File: config.mk
export PLATFORM = sky130hd
export DESIGN_NAME = spfd_divider
export DESIGN_NICKNAME = d
export VERILOG_FILES = /design/src/design/shared_prime_factor_detector_unit_defines.svh /design/src/design/spfd_divider.sv
export SDC_FILE = /design/constraint.sdc
export NUM_CORES = 1
export LEC_CHECK = 0
export BUFFER_PORTS_ARGS = -buffer_cell sky130_fd_sc_hd__buf_2
export CAP_MARGIN = 20
export CORE_ASPECT_RATIO = 1.5
export CORE_MARGIN = 5
export CORE_UTILIZATION = 30
export DETAILED_ROUTE_END_ITERATION = 6
export GPL_TIMING_DRIVEN = 0
export PLACE_DENSITY_LB_ADDON = 0.12
export SLEW_MARGIN = 20
export SYNTH_ARGS = -nofsm -noshare
export SYNTH_HDL_FRONTEND = slang
export SYNTH_SLANG_ARGS = --single-unit
File: constraint.sdc
create_clock -name clk -period 3.1 [get_ports clk]
set_input_delay 0.155 -clock clk [delete_from_list [all_inputs] [get_ports clk]]
set_output_delay 0.155 -clock clk [all_outputs]
set_load 0.02 [all_outputs]
File: src/design/shared_prime_factor_detector_unit_defines.svh
// ----------------------------------------------------------------------------
// Shared prime factor detector: assertion macros
// Clocked implication checks with asynchronous active-low reset disable.
// ----------------------------------------------------------------------------
`ifndef SHARED_PRIME_FACTOR_DETECTOR_UNIT_DEFINES_SVH
`define SHARED_PRIME_FACTOR_DETECTOR_UNIT_DEFINES_SVH

// same-cycle implication
`define SPFD_ASSERT_NOW(lbl, ck, rn, ante, cons, msg) \
	lbl: assert property (@(posedge ck) disable iff (!rn) (ante) |-> (cons)) \
		else $error(msg);

// next-cycle implication
`define SPFD_ASSERT_NEXT(lbl, ck, rn, ante, cons, msg) \
	lbl: assert property (@(posedge ck) disable iff (!rn) (ante) |=> (cons)) \
		else $error(msg);

`endif

File: src/design/spfd_divider.sv
// ----------------------------------------------------------------------------
// spfd_divider
// Restoring divider, one quotient bit per cycle; result valid on done.
// ----------------------------------------------------------------------------
`default_nettype none

module spfd_divider #(
	parameter int DIVIDEND_BITS = 30,
	parameter int DIVISOR_BITS  = 15
) (
	input  wire logic                     clk,
	input  wire logic                     arst_n,
	input  wire logic                     start,
	input  wire logic [DIVIDEND_BITS-1:0] dividend,
	input  wire logic [DIVISOR_BITS-1:0]  divisor,
	output logic                          done,
	output logic [DIVIDEND_BITS-1:0]      quotient,
	output logic [DIVISOR_BITS-1:0]       remainder
);

	localparam int CW = $clog2(DIVIDEND_BITS + 1);

	logic [DIVIDEND_BITS-1:0] quo_q;
	logic [DIVISOR_BITS-1:0]  rem_q;
	logic [DIVISOR_BITS-1:0]  div_q;
	logic [CW-1:0]            cnt_q;
	logic                     done_q;
	logic [DIVISOR_BITS:0]    trial;
	logic [DIVISOR_BITS:0]    diff;
	logic                     ge;

	assign trial = {rem_q, quo_q[DIVIDEND_BITS-1]};
	assign ge    = trial >= {1'b0, div_q};
	assign diff  = trial - {1'b0, div_q};

	always_ff @(posedge clk or negedge arst_n) begin
		if (!arst_n) begin
			cnt_q  <= '0;
			done_q <= 1'b0;
		end else begin
			done_q <= 1'b0;
			if (start) begin
				cnt_q <= CW'(DIVIDEND_BITS);
			end else if (cnt_q != '0) begin
				cnt_q  <= cnt_q - 1'b1;
				done_q <= (cnt_q == CW'(1));
			end
		end
	end

	always_ff @(posedge clk) begin
		if (start) begin
			quo_q <= dividend;
			rem_q <= '0;
			div_q <= divisor;
		end else if (cnt_q != '0) begin
			quo_q <= {quo_q[DIVIDEND_BITS-2:0], ge};
			rem_q <= ge ? diff[DIVISOR_BITS-1:0] : trial[DIVISOR_BITS-1:0];
		end
	end

	assign done      = done_q;
	assign quotient  = quo_q;
	assign remainder = rem_q;

endmodule

`default_nettype wire

==> impl_metrics.csv <==
group,metric,value,unit
cells_and_area,nets,523,
power,p_seq_share,44.1,%
synthesis,synth_area,3700,um2
worst_hold_path,hold_path.class,"primary input to register",
die,die_h,146,um
route,drt_pass1_iterations,4,
sta,fmax,353,MHz
clocking,clk-insertion-delay-late,0.34,ns
synthesis,synth-seq-cells,66,
die,die_x,101,um
synthesis,synth_top_area_cell,"edfxtp_1",
sta,period_share,91.4,%
clocking,clk_pin_slew,0.06,ns
synthesis,ys_warn_count,0,
die,core,12100,um2
clocking,cts_inserted_buffers,9,
global_routing,grt_pass1_vias,3250,
die,start_util,30.7,%
power,p_sw_share,27.4,%
sta,final-hold-violation-count,0,
clocking,postCtsSetupRepairBufs,0,
route,post_drt_wl_per_cell,16.7,um
synthesis,syn-num-nets,402,
die,dieArea,14700,um2
sta,min_period,2.83,ns
synthesis,synth_top_area_share,36.5,%
placed_design,place_worst_setup_slack,0.227,ns
cells_and_area,n_fill_cell,1206,
synthesis,synth_edf_count,45,
synthesis,syn_area_per_cell,11.1,um2
critical_path,cp.arrival,3.06,ns
global_routing,grt_usage,14.5,%
power,internal_power,0.00172,W
cells_and_area,antenna_cells,0,
synthesis,synth-main-ff-cell,"edfxtp_1",
power,p_sw,0.000649,W
job,cap_violations,0,
power,pwr-share-clk,40.7,%
clocking,numClockSinks,66,
global_routing,grt_antenna_before_repair,0,
sta,rsz0062_at_grt,"no",
placed_design,dpl.hpwl,7620,um
critical_path,cp.required,3.33,ns
critical_path,crit_type,"register to register",
sta,setup_violations,0,
sta,tightestPinTransition,0.742,ns
sta,final.setup.worst_slack,0.268,ns
sta,hold_slack,0.118,ns
power,p_leak,2.12,nW
power,peakVddDrop,0.271,mV
synthesis,synth_area_leaders,"edfxtp_1 (36%), mux2_2 (8.8%), dfxtp_1 (8.1%), ha_1 (6.1%), dfrtp_1 (4.1%)",
power,p_per_area,491,nW/um2
synthesis,synth_seq_area_share,48.6,%
global_routing,grt_pass1_wl,16700,um
cells_and_area,layout_common_cells,"buf_2 (94), edfxtp_1 (45), mux2_2 (29), nor2_1 (29), nand2_1 (22)",
power,power,0.00237,W
clocking,htreeDepth,3,
global_routing,grt_max_degree,30,
sta,timing.slew.headroom,50.2,%
clocking,cts_buffer_depth,2,
synthesis,synthDistinctLibCells,59,
route,dr_total_vias,3066,
clocking,cts_tree,"yes",
sta,timing.clock.skew,0.00650,ns
route,wl,10200,um
global_routing,grt_overflow,0,
synthesis,syn_inst,335,
cells_and_area,final_common_cell,"buf_2",
placed_design,gp_congestion,0.821,
critical_path,cp_max_fo,10,
sta,slew_viol_final,0,
clocking,root_buffer,"clkbuf_16",
placed_design,numPortBuffers,93,
critical_path,crit_path_start_kind,"register",
critical_path,crit_path_end_kind,"register",
synthesis,async_reset_ff_share,9.09,%
cells_and_area,drive_gt1_share,34.3,%
route,via_per_inst,4.99,
power,comb_power_share,15.2,%
route,ant_nets,0,
die,num_rows,49,
status,outcome,"finished clean",
die,ios,94,
route,route.detailed.drc,0,
route,drt_iter0_markers,108,
cells_and_area,area_delta_synth_final,30.2,%
cell type report:
type / instances / area (um2) / area share, %
flip-flops and latches: 66 / 1800 / 37.4
repair buffers: 110 / 646 / 13.4
multi-input cells: 232 / 1730 / 36.0
clock inverters: 7 / 52.6 / 1.09
well taps: 153 / 191 / 3.97
plain buffers: 16 / 91.3 / 1.89
clock buffers: 9 / 225 / 4.67
inverters: 21 / 78.8 / 1.64
cell families (layout without fill, tap and decap cells):
group	Yosys count	after routing	synth area share, %
adders and majority gates	19	19	6.62
buffers and inverters	37	163	4.59
and+or+nand+nor	106	106	14.6
xor gates and xnor gates	5	5	1.18
muxes	32	32	9.63
DFF	66	66	48.6
AOI/OAI and AO/OA	70	70	14.7
sequential cells by signal, indices dropped and copies added (netlist names):
| signal | count |
|---|---|
| quotient | 30 |
| div_q | 15 |
| remainder | 15 |
| cnt_q | 5 |
| done | 1 |
cells in the mapped netlist, types with 2 or more instances:
master,n
nor3_1,7
buf_6,2
and3_1,4
a211oi_1,6
inv_1,21
or4_1,2
o21ai_2,2
nor2_1,29
nor2b_1,3
a21oi_1,11
buf_4,4
dfrtp_1,6
buf_1,3
o31ai_1,3
or3_1,6
nand2_1,22
a311oi_1,10
nand3b_1,7
edfxtp_1,45
o211ai_1,2
a31oi_1,3
mux2i_1,3
xnor2_1,4
nand4_1,3
mux2_2,29
nor3b_1,2
ha_1,18
a21o_1,3
dfxtp_1,15
nand3_1,8
o211a_1,2
o21ai_0,12
o21a_1,2
clkbuf_1,6
nand2b_1,6
final timing paths:
check                                            start                         end  slack [ns]  cells after the start
worst min-delay path                      dividend[23]      quotient[23]$_DFFE_PP_        0.12                      2
min in group asynchronous                       arst_n        cnt_q[1]$_DFFE_PN0P_        0.17                      2
max in group asynchronous                       arst_n        cnt_q[4]$_DFFE_PN0P_        2.78                      2
worst min register to register    cnt_q[3]$_DFFE_PN0P_        cnt_q[3]$_DFFE_PN0P_        0.51                      1
worst max register to register  quotient[29]$_DFFE_PP_  remainder[11]$_SDFFE_PP0P_        0.27                     10
worst max-delay path            quotient[29]$_DFFE_PP_  remainder[11]$_SDFFE_PP0P_        0.27                     10
power groups by stage:
stage	registers, W	logic, W	clock network, W
floorplan	0.00111	0.000173	0
global placement	0.00106	0.000345	0
detailed placement	0.00106	0.000349	0
CTS	0.00105	0.000366	0.000994
global route	0.00105	0.000398	0.00103
finish	0.00104	0.000359	0.000964
routing by layer:
metal  global-route usage [%]  vias to the layer above  wire length (um)
li1                         -                     1501                 -
met3                     2.82                       13               540
met5                        0                        -                 0
met1                     16.9                     1463              4160
met4                     6.47                        0               192
met2                     25.3                       89              5350
metrics by stage:
step	TNS [ns]	area, um2	std cells	utilization, %
CTS	0	4820	614	39.9
global route	0	4820	614	39.9
detailed placement	0	4380	582	36.3
global placement	-1.72	4360	581	36.1
floorplan	0	3700	335	-
finish	0	4820	614	39.9
worst max-delay path: stages (launching register included):
cell and delay (ns):
edfxtp_1 0.37, inv_1 0.05, ha_1 0.22, fa_1 0.38
nand2b_1 0.20, a21oi_2 0.28, o21ai_2 0.13, a31oi_2 0.32
buf_2 0.33, nand3b_1 0.11, a311oi_1 0.33
what timing repair did:
action | in CTS | in global routing
setup endpoints to repair | 0 | 0
hold endpoints to repair | 21 | 0
gates resized for setup | 0 | 0
hold buffers | 16 | 0
Note: power is estimated with default switching activity, not from simulation.
